$ cat src/rtl/mrts_pkg.sv
package mrts_pkg;

	// Rotating task slots, 1..SLOT_COUNT
	localparam int SLOT_COUNT = 5;
	localparam int SLOT_W     = 3;

	// Prescalers
	localparam int NUM_DIV  = 5;
	localparam int PERIOD_W = 10;
	localparam int DIV_IDX_W = 3;

	// Timers
	localparam int MAIN_W = 16;
	localparam int WORK_W = 32;

	// Configuration port
	localparam int APB_AW = 5;
	localparam int APB_DW = 32;

	// Stream widths
	localparam int S_DATA_W = 40;
	localparam int S_USER_W = 2;
	localparam int M_DATA_W = 16;

	// Operation codes
	localparam logic [S_USER_W-1:0] OP_TICK       = 2'd0;
	localparam logic [S_USER_W-1:0] OP_START_MAIN = 2'd1;
	localparam logic [S_USER_W-1:0] OP_START_WORK = 2'd2;

	typedef logic [PERIOD_W-1:0] period_t;
	typedef period_t [NUM_DIV-1:0] period_arr_t;

	// Reset periods a..e
	localparam period_arr_t PERIOD_RESET = {
		10'd1000, 10'd500, 10'd250, 10'd100, 10'd10
	};

	// Index of the blink prescaler
	localparam int BLINK_DIV = 2;

	// Per-word control into the timers
	typedef struct packed {
		logic              tick;
		logic              suspend;
		logic              start_main;
		logic              start_work;
		logic [WORK_W-1:0] value;
	} tmr_ctl_t;

	// Busy flags after the word
	typedef struct packed {
		logic main_busy;
		logic work_busy;
	} tmr_sts_t;

	// One result word
	typedef struct packed {
		logic              work_busy;
		logic              main_busy;
		logic [SLOT_W-1:0] task_slot;
		logic              blink_level;
		logic [NUM_DIV-1:0] pulse;
	} result_t;

endpackage

$ cat src/rtl/mrts_cfg.sv
module mrts_cfg import mrts_pkg::*; (
	input  logic              clk,
	input  logic              arst_n,
	input  logic              psel,
	input  logic              penable,
	input  logic              pwrite,
	input  logic [APB_AW-1:0] paddr,
	input  logic [APB_DW-1:0] pwdata,
	output logic [APB_DW-1:0] prdata,
	output logic              pready,
	output period_arr_t       periods
);

	period_arr_t periods_q;
	logic [DIV_IDX_W-1:0] idx;
	logic wr_en;

	assign idx    = paddr[APB_AW-1:2];
	assign wr_en  = psel && penable && pwrite;
	assign pready = 1'b1;

	// Write period registers on the access cycle
	always_ff @(posedge clk or negedge arst_n) begin
		if (!arst_n) begin
			periods_q <= PERIOD_RESET;
		end else if (wr_en && (idx < DIV_IDX_W'(NUM_DIV))) begin
			periods_q[idx] <= pwdata[PERIOD_W-1:0];
		end
	end

	// Read back, zero beyond the register list
	always_comb begin
		prdata = '0;
		if (idx < DIV_IDX_W'(NUM_DIV))
			prdata = {{(APB_DW-PERIOD_W){1'b0}}, periods_q[idx]};
	end

	assign periods = periods_q;

endmodule

$ cat src/rtl/mrts_presc.sv
module mrts_presc import mrts_pkg::*; (
	input  logic    clk,
	input  logic    arst_n,
	input  logic    tick,
	input  period_t period,
	output logic    pulse
);

	logic [PERIOD_W-1:0] count_q;
	logic [PERIOD_W:0]   count_inc;

	// Pulse when the advanced count reaches the period
	assign count_inc = {1'b0, count_q} + (PERIOD_W+1)'(1);
	assign pulse     = tick && (count_inc >= {1'b0, period});

	// Advance, restart after a pulse
	always_ff @(posedge clk or negedge arst_n) begin
		if (!arst_n) begin
			count_q <= '0;
		end else if (tick) begin
			count_q <= pulse ? '0 : count_inc[PERIOD_W-1:0];
		end
	end

endmodule

$ cat src/rtl/mrts_timers.sv
module mrts_timers import mrts_pkg::*; (
	input  logic     clk,
	input  logic     arst_n,
	input  tmr_ctl_t ctl,
	output tmr_sts_t sts
);

	logic [MAIN_W-1:0] main_rem_q, main_rem_d;
	logic [WORK_W-1:0] work_rem_q, work_rem_d;
	logic              main_run_q, main_run_d;
	logic              work_run_q, work_run_d;

	// Load on start, step on tick (main holds while suspended): stop at zero, else count down
	always_comb begin
		main_rem_d = main_rem_q;
		main_run_d = main_run_q;
		work_rem_d = work_rem_q;
		work_run_d = work_run_q;
		if (ctl.start_main) begin
			main_rem_d = ctl.value[MAIN_W-1:0];
			main_run_d = 1'b1;
		end else if (ctl.tick && !ctl.suspend && main_run_q) begin
			if (main_rem_q == '0)
				main_run_d = 1'b0;
			else
				main_rem_d = main_rem_q - MAIN_W'(1);
		end
		if (ctl.start_work) begin
			work_rem_d = ctl.value;
			work_run_d = 1'b1;
		end else if (ctl.tick && work_run_q) begin
			if (work_rem_q == '0)
				work_run_d = 1'b0;
			else
				work_rem_d = work_rem_q - WORK_W'(1);
		end
	end

	always_ff @(posedge clk or negedge arst_n) begin
		if (!arst_n) begin
			main_rem_q <= '0;
			main_run_q <= 1'b0;
			work_rem_q <= '0;
			work_run_q <= 1'b0;
		end else begin
			main_rem_q <= main_rem_d;
			main_run_q <= main_run_d;
			work_rem_q <= work_rem_d;
			work_run_q <= work_run_d;
		end
	end

	assign sts.main_busy = main_run_d;
	assign sts.work_busy = work_run_d;

endmodule

$ cat src/rtl/multi_rate_tick_scheduler.sv
// Channel   Dir  Width  Content
// s_axis    in   40+2   tick or timer start word
// m_axis    out  16     pulses, blink, slot, busy flags
// apb       in   32     period_a..period_e at 0x00..0x10
//
// One result word per input word; a word is taken every clock cycle while
// m_axis keeps up. The result waits in a single output register.
// s_tready stays high while that register is empty or being drained,
// so a stall on m_axis holds the input side by exactly one word.
// arst_n clears all counters, timers and the output valid; periods return
// to 10, 100, 250, 500 and 1000.
module multi_rate_tick_scheduler import mrts_pkg::*; (
	input  logic                clk,
	input  logic                arst_n,
	input  logic                s_tvalid,
	output logic                s_tready,
	input  logic [S_DATA_W-1:0] s_tdata,   // start_value[31:0], suspend_main[32], zero pad
	input  logic [S_USER_W-1:0] s_tuser,   // op[1:0]
	output logic                m_tvalid,
	input  logic                m_tready,
	output logic [M_DATA_W-1:0] m_tdata,   // pulse_a..pulse_e[4:0], blink_level[5],
	                                       // task_slot[8:6], main_busy[9], work_busy[10], zero pad
	input  logic                psel,
	input  logic                penable,
	input  logic                pwrite,
	input  logic [APB_AW-1:0]   paddr,
	input  logic [APB_DW-1:0]   pwdata,
	output logic [APB_DW-1:0]   prdata,
	output logic                pready
);

	period_arr_t        periods;
	logic               accept;
	logic               tick;
	logic [NUM_DIV-1:0] pulse;
	tmr_ctl_t           tmr_ctl;
	tmr_sts_t           tmr_sts;
	logic [SLOT_W-1:0]  slot_q, slot_d;
	logic [SLOT_W:0]    slot_inc;
	logic               blink_q, blink_d;
	result_t            res_q;
	logic               m_tvalid_q;

	assign s_tready = !m_tvalid_q || m_tready;
	assign accept   = s_tvalid && s_tready;
	assign tick     = accept && (s_tuser == OP_TICK);

	mrts_cfg u_cfg (
		.clk     (clk),
		.arst_n  (arst_n),
		.psel    (psel),
		.penable (penable),
		.pwrite  (pwrite),
		.paddr   (paddr),
		.pwdata  (pwdata),
		.prdata  (prdata),
		.pready  (pready),
		.periods (periods)
	);

	// One prescaler per divided rate
	for (genvar i = 0; i < NUM_DIV; i++) begin : g_presc
		mrts_presc u_presc (
			.clk    (clk),
			.arst_n (arst_n),
			.tick   (tick),
			.period (periods[i]),
			.pulse  (pulse[i])
		);
	end

	// Decode the word into timer control
	assign tmr_ctl.tick       = tick;
	assign tmr_ctl.suspend    = s_tdata[WORK_W];
	assign tmr_ctl.start_main = accept && (s_tuser == OP_START_MAIN);
	assign tmr_ctl.start_work = accept && (s_tuser == OP_START_WORK);
	assign tmr_ctl.value      = s_tdata[WORK_W-1:0];

	mrts_timers u_timers (
		.clk    (clk),
		.arst_n (arst_n),
		.ctl    (tmr_ctl),
		.sts    (tmr_sts)
	);

	// Rotate the slot on tick; toggle blink on a tick with a blink prescaler pulse
	assign slot_inc = {1'b0, slot_q} + (SLOT_W+1)'(1);
	always_comb begin
		slot_d  = slot_q;
		blink_d = blink_q;
		if (tick) begin
			if (slot_inc >= (SLOT_W+1)'(SLOT_COUNT + 1))
				slot_d = SLOT_W'(1);
			else
				slot_d = slot_inc[SLOT_W-1:0];
			blink_d = blink_q ^ pulse[BLINK_DIV];
		end
	end

	always_ff @(posedge clk or negedge arst_n) begin
		if (!arst_n) begin
			slot_q  <= '0;
			blink_q <= 1'b0;
		end else begin
			slot_q  <= slot_d;
			blink_q <= blink_d;
		end
	end

	// Output register: hold while stalled
	always_ff @(posedge clk or negedge arst_n) begin
		if (!arst_n) begin
			m_tvalid_q <= 1'b0;
		end else if (s_tready) begin
			m_tvalid_q <= accept;
		end
	end

	always_ff @(posedge clk) begin
		if (accept) begin
			res_q.pulse       <= pulse;
			res_q.blink_level <= blink_d;
			res_q.task_slot   <= slot_d;
			res_q.main_busy   <= tmr_sts.main_busy;
			res_q.work_busy   <= tmr_sts.work_busy;
		end
	end

	assign m_tvalid = m_tvalid_q;
	assign m_tdata  = {(M_DATA_W-$bits(result_t))'(0), res_q};

endmodule

$ cat config.mk
export PLATFORM = sky130hd
export DESIGN_NAME = multi_rate_tick_scheduler
export DESIGN_NICKNAME = d
export VERILOG_FILES = /design/src/rtl/mrts_pkg.sv /design/src/rtl/mrts_cfg.sv /design/src/rtl/mrts_presc.sv /design/src/rtl/mrts_timers.sv /design/src/rtl/multi_rate_tick_scheduler.sv
export SDC_FILE = /design/constraint.sdc
export NUM_CORES = 1
export LEC_CHECK = 0
export BUFFER_PORTS_ARGS = -buffer_cell sky130_fd_sc_hd__buf_2
export CAP_MARGIN = 20
export CORE_MARGIN = 2
export CORE_UTILIZATION = 60
export CTS_BUF_LIST = sky130_fd_sc_hd__clkbuf_4 sky130_fd_sc_hd__clkbuf_8 sky130_fd_sc_hd__clkbuf_16
export DETAILED_ROUTE_END_ITERATION = 10
export GPL_TIMING_DRIVEN = 0
export HOLD_SLACK_MARGIN = 0.15
export PLACE_DENSITY = 0.82
export SYNTH_ARGS = -nofsm -noshare
export SYNTH_HDL_FRONTEND = slang
export SYNTH_HIERARCHICAL = 1
export SYNTH_SLANG_ARGS = --single-unit
$ cat constraint.sdc
create_clock -name clk -period 8.75 [get_ports clk]
set_clock_uncertainty 0.1 [all_clocks]
set_input_delay 1.3125 -clock clk [delete_from_list [all_inputs] [get_ports clk]]
set_output_delay 1.3125 -clock clk [all_outputs]
set_load 0.05 [all_outputs]
==> qor.csv <==
stage,metric,value,unit
sta,rsz0062_at_grt,no,
critical_path,crit_fanout,10,
critical_path,critPathMaxStageDelay,0.46,ns
layout,area_delta_synth_final,12.81,%
critical_path,cp-start-kind,input pin,
clock_tree,cts_inserted_buffers,17,
global_routing,grt_pass1_wl,40.12,mm
synthesis,synth-seq-cells,166,
synthesis,ys.flop_type,dfrtp_1,
route,drc,0,
sta,setup_tns,0,ns
sta,fmax,234.3,MHz
place,dp_cells,1410,
synthesis,async_flop_share,0.9337,
clock_tree,ctsHoldBuffers,0,
sta,worst_slew_pin_slew,0.8045,ns
sta,slew_headroom,0.4631,
critical_path,critPathCaptureType,output pin,
critical_path,critPathKind,in -> out,
clock_tree,ctsLongestPathBuffers,2,
status,status,completed,
route,vias,8532,
power_and_ir_drop,power,2934,uW
critical_path,cpMostUsedCell,buf_2,
synthesis,ys_types,82,
power_and_ir_drop,cellLeakagePower,0.005240,uW
die,die_area,18770,sq um
synthesis,syn_area,10620,sq um
route,firstDrtPassIters,5,
die,die_x,137.0,um
layout,drive_gt1_frac,0.2358,
route,antenna_left,0,
sta,finalSetupViolCount,0,
power_and_ir_drop,p_per_area,245.0,nW/um^2
sta,final_max_slew_viol_count,0,
die,num_rows,48,
worst_hold_path,hp-class,reg -> reg,
critical_path,critPathArrivalTime,2.86,ns
global_routing,grt_pass1_vias,8283,
route,drt_iter0_markers,481,
place,io_buffers,76,
layout,fin_nets,1350,
route,wire_per_inst,17.24,um
critical_path,path_cells,buf_2 -> buf_4 -> nor3b_2 -> a22oi_1 -> o21ai_0 -> buf_2,
clock_tree,clk_pin_slew,0.07,ns
sta,min_period,4.268,ns
global_routing,gr-total-overflow,0,
die,io_pins,137,
global_routing,grt_max_degree,88,
die,die_h,137.0,um
place,post-dp-hpwl,17.92,mm
clock_tree,post_cts_resized,0,
layout,fillers,1330,
synthesis,syn_avg_cell_area,9.802,sq um
job,max_cap_viol_count,0,
sta,post-route-period-util,0.4877,
route,wl,24.87,mm
die,core-area,17300,sq um
synthesis,ys_seq_area_frac,0.3992,
clock_tree,tritoncts,done,
clock_tree,worstSkewPairLatency,0.43,ns
critical_path,crit_buf_inv,3,
critical_path,critPathTopFamily,buffers and inverters,
global_routing,grt_usage,0.2741,
synthesis,synth_edf_count,11,
place,gp_congestion,0.8706,
critical_path,worst_ep_required_time,7.34,ns
die,start_util,0.6137,
global_routing,antenna_found_initial,1,
route,via_per_inst,5.913,
clock_tree,cts_sinks,166,
clock_tree,cts_setup_buffers,0,
layout,instances_no_fill,1443,
clock_tree,root_buffer,clkbuf_16,
critical_path,cp_slowest_cell,nor3b_2,
sta,hold_violations,0,
power_and_ir_drop,ir_drop,0.1687,mV
clock_tree,htree_levels,4,
synthesis,yosysWarningCount,6,
synthesis,syn_inst,1083,
path summary, 6_finish.rpt:
kind	start	end	slack, ns	cells past startpoint
min in group asynchronous	arst_n	g_presc[4].u_presc/count_q[7]$_DFFE_PN0P_	0.78	1
min reg2reg	blink_q$_DFF_PN0_	blink_q$_DFF_PN0_	0.39	1
max in group asynchronous	arst_n	u_cfg/periods[36]$_DFFE_PN1P_	6.92	2
min	blink_q$_DFF_PN0_	blink_q$_DFF_PN0_	0.39	1
max	paddr[3]	prdata[7]	4.48	6
max reg2reg	g_presc[4].u_presc/count_q[0]$_DFFE_PN0P_	m_tdata[4]$_DFFE_PP_	5.40	10
Yosys cell counts, types with 15 or more instances:
| cell | count | area share |
|---|---|---|
| dfrtp_1 | 132 | 0.31 |
| nand2_1 | 101 | 0.036 |
| inv_1 | 82 | 0.029 |
| ha_1 | 60 | 0.071 |
| mux2_2 | 59 | 0.063 |
| nor2_1 | 52 | 0.018 |
| o21ai_0 | 46 | 0.022 |
| xnor2_1 | 45 | 0.037 |
| buf_4 | 36 | 0.025 |
| nand3_1 | 34 | 0.016 |
| nand4_1 | 34 | 0.020 |
| xor2_1 | 27 | 0.022 |
| dfstp_2 | 23 | 0.057 |
| clkbuf_1 | 21 | 0.0074 |
| o211ai_1 | 19 | 0.013 |
| a21oi_1 | 15 | 0.0071 |
per-stage QoR:
| step | cell area [sq um] | setup slack (ns) | hold WS, ns | util |
|---|---|---|---|---|
| after floorplan | 10710 | 4.396 | 0.3388 | - |
| after detailed placement | 11400 | 4.538 | 0.3797 | 0.6594 |
| after global routing | 11980 | 4.423 | 0.4046 | 0.6923 |
| final | 11980 | 4.482 | 0.3875 | 0.6923 |
| after CTS | 11970 | 4.532 | 0.3934 | 0.6922 |
| after global placement | 11370 | 3.909 | 0.3594 | 0.6574 |
kinds of logic (layout without fill, tap and decap cells):
logic type | after synthesis | in the layout | share of synthesized area
AO/OA/AOI/OAI | 201 | 201 | 0.1389
XOR/XNOR | 72 | 72 | 0.05941
adder cells (fa/ha/maj) | 60 | 60 | 0.07072
buffers and inverters | 158 | 267 | 0.07320
flip-flops | 166 | 166 | 0.3992
multiplexers | 73 | 73 | 0.07579
other | 3 | 29 | 0.001061
AND/OR/NAND/NOR | 350 | 350 | 0.1818
layout make-up:
type	count	area, sq um	area share
Sequential cell	166	4238	0.3539
Tap cell	225	281.5	0.02351
Antenna cell	1	2.502	0.0002090
Clock inverter	13	121.4	0.01013
Inverter	86	322.8	0.02696
Clock buffer	19	446.7	0.03730
Buffer	72	454.2	0.03793
Timing Repair Buffer	77	414.1	0.03458
Multi-Input combinational cell	784	5694	0.4755
power breakdown:
group	leakage [uW]	internal, uW	switching [uW]	total, uW
logic	0.00298	458	619	1080
registers	0.00199	961	171	1130
clock network	0.000268	406	319	725
worst reg2reg max path: stages (launching register included):
cell and delay, ns:
dfrtp_1 0.41, ha_1 0.28, nand2_1 0.07, or3_1 0.29, buf_2 0.16, nor2_1 0.14
xor2_1 0.22, ha_1 0.30, o211ai_1 0.55, nand2_1 0.32, and2_1 0.25
routing by layer:
| metal | vias to the layer above | GRT usage | part of all wire |
|---|---|---|---|
| li1 | 4077 | - | - |
| met1 | 4147 | 0.3443 | 0.42 |
| met2 | 262 | 0.4704 | 0.50 |
| met3 | 46 | 0.05370 | 0.055 |
| met4 | 0 | 0.09737 | 0.026 |
| met5 | - | 0 | 0 |
state kept, by name (all words and copies together) (netlist names):
| register | cells |
|---|---|
| blink_q | 1 |
| g_presc.u_presc/count_q | 50 |
| m_tdata | 11 |
| m_tvalid | 1 |
| slot_q | 3 |
| u_cfg/periods | 50 |
| u_timers/main_rem_q | 16 |
| u_timers/main_run_q | 1 |
| u_timers/work_rem_q | 32 |
| u_timers/work_run_q | 1 |
layout by cell type, fill, tap and decap left out, types with 12 or more instances in the layout:
| master | Yosys | routed |
|---|---|---|
| ha_1 | 60 | 60 |
| a21o_1 | 12 | 12 |
| dfrtp_1 | 132 | 132 |
| nand3_1 | 34 | 34 |
| nand4_1 | 34 | 34 |
| mux2i_1 | 14 | 14 |
| o211ai_1 | 19 | 19 |
| mux2_2 | 59 | 59 |
| dfstp_2 | 23 | 23 |
| buf_2 | 6 | 81 |
| buf_4 | 36 | 36 |
| nor3_1 | 14 | 14 |
| inv_1 | 82 | 82 |
| conb_1 | 3 | 28 |
| clkbuf_1 | 21 | 21 |
| o21ai_0 | 46 | 46 |
| o2bb2ai_1 | 12 | 12 |
| nand2b_1 | 12 | 12 |
| xnor2_1 | 45 | 45 |
| a21oi_1 | 15 | 15 |
| nor2_1 | 52 | 52 |
| xor2_1 | 27 | 27 |
| nand2_1 | 101 | 101 |
| clkbuf_16 | 0 | 17 |
(Power assumes the default switching activity.)
